`src/pap_pkg.sv`:
```
// Shared types and constants for the prioritized area point query block.
// No dependencies.
`timescale 1ns / 1ps
package pap_pkg;
	localparam int MAX_AREAS    = 64;
	localparam int MAX_VERTICES = 1024;
	localparam int AREA_AW      = $clog2(MAX_AREAS);
	localparam int VERT_AW      = $clog2(MAX_VERTICES);
	localparam int BASE_W       = 17;
	localparam int TRI_W        = 18;
	localparam logic [6:0] NO_HIT = 7'h7f;

	typedef enum logic [1:0] {
		OP_AREA, OP_VERT, OP_QUERY, OP_NONE
	} op_t;

	typedef struct packed {
		op_t                op;
		logic [9:0]         idx;
		logic signed [31:0] px;
		logic signed [31:0] pz;
		logic signed [31:0] bminx;
		logic signed [31:0] bminz;
		logic signed [31:0] bmaxx;
		logic signed [31:0] bmaxz;
		logic signed [15:0] prio;
		logic [10:0]        cnt;
	} item_t;

	typedef struct packed {
		logic signed [31:0] bminx;
		logic signed [31:0] bminz;
		logic signed [31:0] bmaxx;
		logic signed [31:0] bmaxz;
		logic signed [15:0] prio;
		logic [10:0]        cnt;
	} area_t;

	typedef struct packed {
		logic signed [31:0] x;
		logic signed [31:0] z;
	} vert_t;

	typedef enum logic [3:0] {
		ST_IDLE, ST_AREA_RD, ST_AREA_CHK, ST_TRI_RD0, ST_TRI_RD1, ST_TRI_RD2,
		ST_TRI_RD3, ST_EDGE_MUL, ST_EDGE_CMP, ST_DONE
	} state_t;
endpackage

```
`src/pap_front.sv`:
```
// Front part: accepts and classifies input transactions into a two-entry queue.
// Depends on pap_pkg.
`timescale 1ns / 1ps
module pap_front (
	input  logic               clk,
	input  logic               arst_n,
	input  logic               push,
	output logic               full,
	input  logic [1:0]         req_type,
	input  logic [9:0]         entry_index,
	input  logic signed [31:0] point_x,
	input  logic signed [31:0] point_z,
	input  logic signed [31:0] box_min_x,
	input  logic signed [31:0] box_min_z,
	input  logic signed [31:0] box_max_x,
	input  logic signed [31:0] box_max_z,
	input  logic signed [15:0] area_priority,
	input  logic [10:0]        area_vertex_count,
	output logic               deq_valid,
	input  logic               deq,
	output pap_pkg::item_t     deq_item
);
	pap_pkg::item_t slot_q [2];
	logic       wp_q, rp_q;
	logic [1:0] cnt_q;
	pap_pkg::item_t in_item;
	logic enq;

	always_comb begin
		in_item.idx   = entry_index;
		in_item.px    = point_x;
		in_item.pz    = point_z;
		in_item.bminx = box_min_x;
		in_item.bminz = box_min_z;
		in_item.bmaxx = box_max_x;
		in_item.bmaxz = box_max_z;
		in_item.prio  = area_priority;
		in_item.cnt   = area_vertex_count;
		case (req_type)
			2'd0:    in_item.op = pap_pkg::OP_AREA;
			2'd1:    in_item.op = pap_pkg::OP_VERT;
			2'd2:    in_item.op = pap_pkg::OP_QUERY;
			default: in_item.op = pap_pkg::OP_NONE;
		endcase
	end

	assign full      = (cnt_q == 2'd2);
	assign deq_valid = (cnt_q != 2'd0);
	assign deq_item  = slot_q[rp_q];
	assign enq       = push && !full;

	always_ff @(posedge clk) begin
		if (enq) slot_q[wp_q] <= in_item;
	end

	always_ff @(posedge clk or negedge arst_n) begin
		if (!arst_n) begin
			wp_q  <= 1'b0;
			rp_q  <= 1'b0;
			cnt_q <= 2'd0;
		end else begin
			if (enq) wp_q <= ~wp_q;
			if (deq) rp_q <= ~rp_q;
			cnt_q <= cnt_q + {1'b0, enq} - {1'b0, deq};
		end
	end
endmodule

```
`config.mk`:
```
export PLATFORM = sky130hd
export DESIGN_NAME = pap_front
export DESIGN_NICKNAME = d
export VERILOG_FILES = /design/src/pap_pkg.sv /design/src/pap_front.sv
export SDC_FILE = /design/constraint.sdc
export NUM_CORES = 1
export LEC_CHECK = 0
export BUFFER_PORTS_ARGS = -buffer_cell sky130_fd_sc_hd__buf_2
export CAP_MARGIN = 15
export CORE_MARGIN = 5
export CORE_UTILIZATION = 30
export CTS_CLUSTER_DIAMETER = 100
export DETAILED_ROUTE_END_ITERATION = 10
export GPL_TIMING_DRIVEN = 0
export SLEW_MARGIN = 40
export SYNTH_ARGS = -nofsm -noshare
export SYNTH_HDL_FRONTEND = slang
export SYNTH_SLANG_ARGS = --single-unit
```
`constraint.sdc`:
```
create_clock -name clk -period 12.9 [get_ports clk]
set_clock_uncertainty 0.05 [all_clocks]
set_input_delay 1.29 -clock clk [delete_from_list [all_inputs] [get_ports clk]]
set_output_delay 1.29 -clock clk [all_outputs]
set_load 0.03 [all_outputs]
```
==> flow_summary.ini <==
[detailed_routing]
detail-route-antenna-nets = 0
via_per_inst = 4.19
drt_pass1_iterations = 4
routed_wl_um = 39600
wire_per_inst_um = 18.9
drt_iter0_markers = 294
routed-via-count = 8768
drc = 0

[clock_network]
root_buffer = clkbuf_16
cts_tree = done
numClockSinks = 466
cts_hold_buf = 0
cts_setup_buffers = 0
cts_resized = 0
htreeDepth = 2
cts.path.max_buffers = 3
cts_buffers = 51
path_clk_slew_ns = 0.06
worstSkewPairLatency_ns = 0.57

[setup_path]
endpoint = deq_item[145]
reg2reg_from = cnt_q[1]$_DFF_PN0_
startpoint_type = flip-flop
worst-path-stages = 5
crit_buf_inv = 4
r2r_end = slot_q[0][121]$_DFFE_PP_
reg2reg_depth = 8
worst_ep_arrival_time_ns = 2.06
critical_path.slowest_cell = dfrtp_1
max_stage_delay_ns = 0.34
cp-end-kind = output port
path_class = reg -> out
critical-path-top-delay-family = buffers and inverters
path_common_cell = buf_6
path_cells = buf_6 > buf_6 > buf_6 > mux2_4 > buf_2
reg2reg_slack_ns = 10.56
cp-startpoint = rp_q$_DFFE_PN0P_
crit_fanout = 10
crit_required_ns = 11.56

[synthesis]
ys_seq_elements = 466
yosysTopAreaCellShare_pct = 78.8
syn_inst = 738
netlist_area_mm2 = 0.0176
synthAdderAreaFrac_pct = 0.142
seq_area_frac_synth_pct = 79.3
synth_compound_area_share_pct = 0
syn_avg_cell_area_um2 = 23.9
synth_cell_types = 17
yosys.area_share.xor_xnor_pct = 0.199
synth_top_family_by_area = multiplexers
synthSimpleGateAreaFrac_pct = 0.149
syn_nets = 975
synthMuxAreaShare_pct = 18.6
yosys_warnings = 0
synth_area_leaders = edfxtp_1 79%, mux2_4 15%, mux2_2 3.3%
synth_top_area_cell = edfxtp_1

[floorplanning]
initial_core_util_pct = 30.4
die_y_um = 252
io_pins = 468
core.rowCount = 88
die_w_um = 252
die_area_mm2 = 0.0637
core_area_mm2 = 0.0579

[power]
comb_power_share_pct = 39.6
p_int_mw = 3.81
p_sw_share_pct = 35.1
pwr_density_cell_mw_per_mm2 = 255
clock_power_share_pct = 24.0
max-vdd-ir-drop_mv = 0.173
net-switching-power_mw = 2.06
seq_power_share_pct = 36.4
power_leakage_nw = 9.03

[finish]
area_growth_pct = 30.8
postLayoutCoreUtil_pct = 39.8
fin_nets = 1515
drive_above_1_share_pct = 62.0

[placed_design]
portBuffers = 465
place_congestion = 0.744
hpwl_um = 29600
dp_slack_ns = 9.71

[global_routing]
antenna_found_initial = 9
grt_usage_pct = 11.8
grt_overflow_total = 0
grt_max_degree = 37
grt_pass1_wl_um = 57700
grt_pass1_vias = 9519

[timing]
relSlewSlack_pct = 71.8
hold_viol = 0
fin_crit_ns = 3.40
finalMaxSlewViolations = 0
fin_crit_sh_pct = 26.3
setup_viol = 0
setup_ws_ns = 9.50
whs_ns = 0.464
fmaxAchievable_mhz = 294
grt_setup_unrepaired = false
worst_pin_slew_ns = 0.424

[worst_hold_path]
holdCritPathClass = in -> async

[run]
timing.max_cap.violations = 0

[status]
outcome = finished, final reports clean
## power groups by stage
stage / clock [mW] / combinational (mW) / sequential [mW]
after floorplan: 0 / 1.65 / 2.27
after global placement: 0 / 2.25 / 2.37
after detailed placement: 0 / 2.37 / 2.17
after CTS: 1.45 / 2.38 / 2.14
after global routing: 1.52 / 2.45 / 2.16
final: 1.41 / 2.32 / 2.14
## flip-flops by register name, summed over array words and instances (netlist names)
signal,flops
slot_q,462
cnt_q,2
rp_q,1
wp_q,1
## layout by cell type, fill, tap and decap left out, types with 8 or more instances in the layout
master | synthesis | final
buf_16 | 0 | 9
edfxtp_1 | 462 | 462
mux2_2 | 51 | 51
clkbuf_1 | 2 | 18
buf_8 | 1 | 8
mux2_4 | 180 | 180
clkbuf_16 | 0 | 53
buf_6 | 20 | 20
buf_2 | 5 | 470
## worst min path at each step
stage / from / to / cells after the start / slack [ns]
3_5_place_dp: cnt_q[0]$_DFF_PN0_ / cnt_q[0]$_DFF_PN0_ / 1 / 0.47
2_1_floorplan: wp_q$_DFFE_PN0P_ / wp_q$_DFFE_PN0P_ / 1 / 0.41
6_report: arst_n / wp_q$_DFFE_PN0P_ / 1 / 0.46
5_1_grt: arst_n / wp_q$_DFFE_PN0P_ / 1 / 0.42
3_3_place_gp: wp_q$_DFFE_PN0P_ / wp_q$_DFFE_PN0P_ / 1 / 0.43
4_1_cts: arst_n / wp_q$_DFFE_PN0P_ / 1 / 0.41
## cell usage after synthesis (all sizes together)
| library cell | n |
|---|---|
| edfxtp | 462 |
| mux2 | 231 |
| buf | 26 |
| dfrtp | 4 |
| xnor2 | 3 |
| clkbuf | 2 |
| ha | 2 |
| inv | 2 |
| and3 | 1 |
| nand2 | 1 |
| nand2b | 1 |
| nor2 | 1 |
| or2 | 1 |
| xor2 | 1 |
## cell type report
class | count | area (um2)
diodes | 7 | 17.5
inverters | 2 | 7.51
repair buffers | 487 | 2800
flip-flops and latches | 466 | 14000
fillers | 5371 | 34900
well taps | 765 | 957
clock buffers | 69 | 1390
plain buffers | 28 | 273
clock inverters | 25 | 249
multi-input cells | 242 | 3380
## metrics by stage
step	total power, mW	TNS, ns	area [um2]	cells
4_1_cts	5.97	0	23000	2084
3_3_place_gp	4.62	-1215.44	20900	1968
5_1_grt	6.13	0	23000	2088
2_1_floorplan	3.92	0	17600	738
6_report	5.87	0	23000	2091
3_5_place_dp	4.54	0	21400	1990
## logic make-up after synthesis
group / after synthesis
XOR/XNOR: 4
adder cells (fa/ha/maj): 2
multiplexers: 231
buffers and inverters: 30
AND/OR/NAND/NOR: 5
flip-flops: 466
## layer usage
metal  track usage (%)  share of wire [%]  wire (um)
met1              13.2                 38      14900
met2              20.2                 50      19700
met3              5.17                 10       3980
met4              3.75                2.5        993
met5                 0              0.068         27
Note: power is estimated with default switching activity, not from simulation.
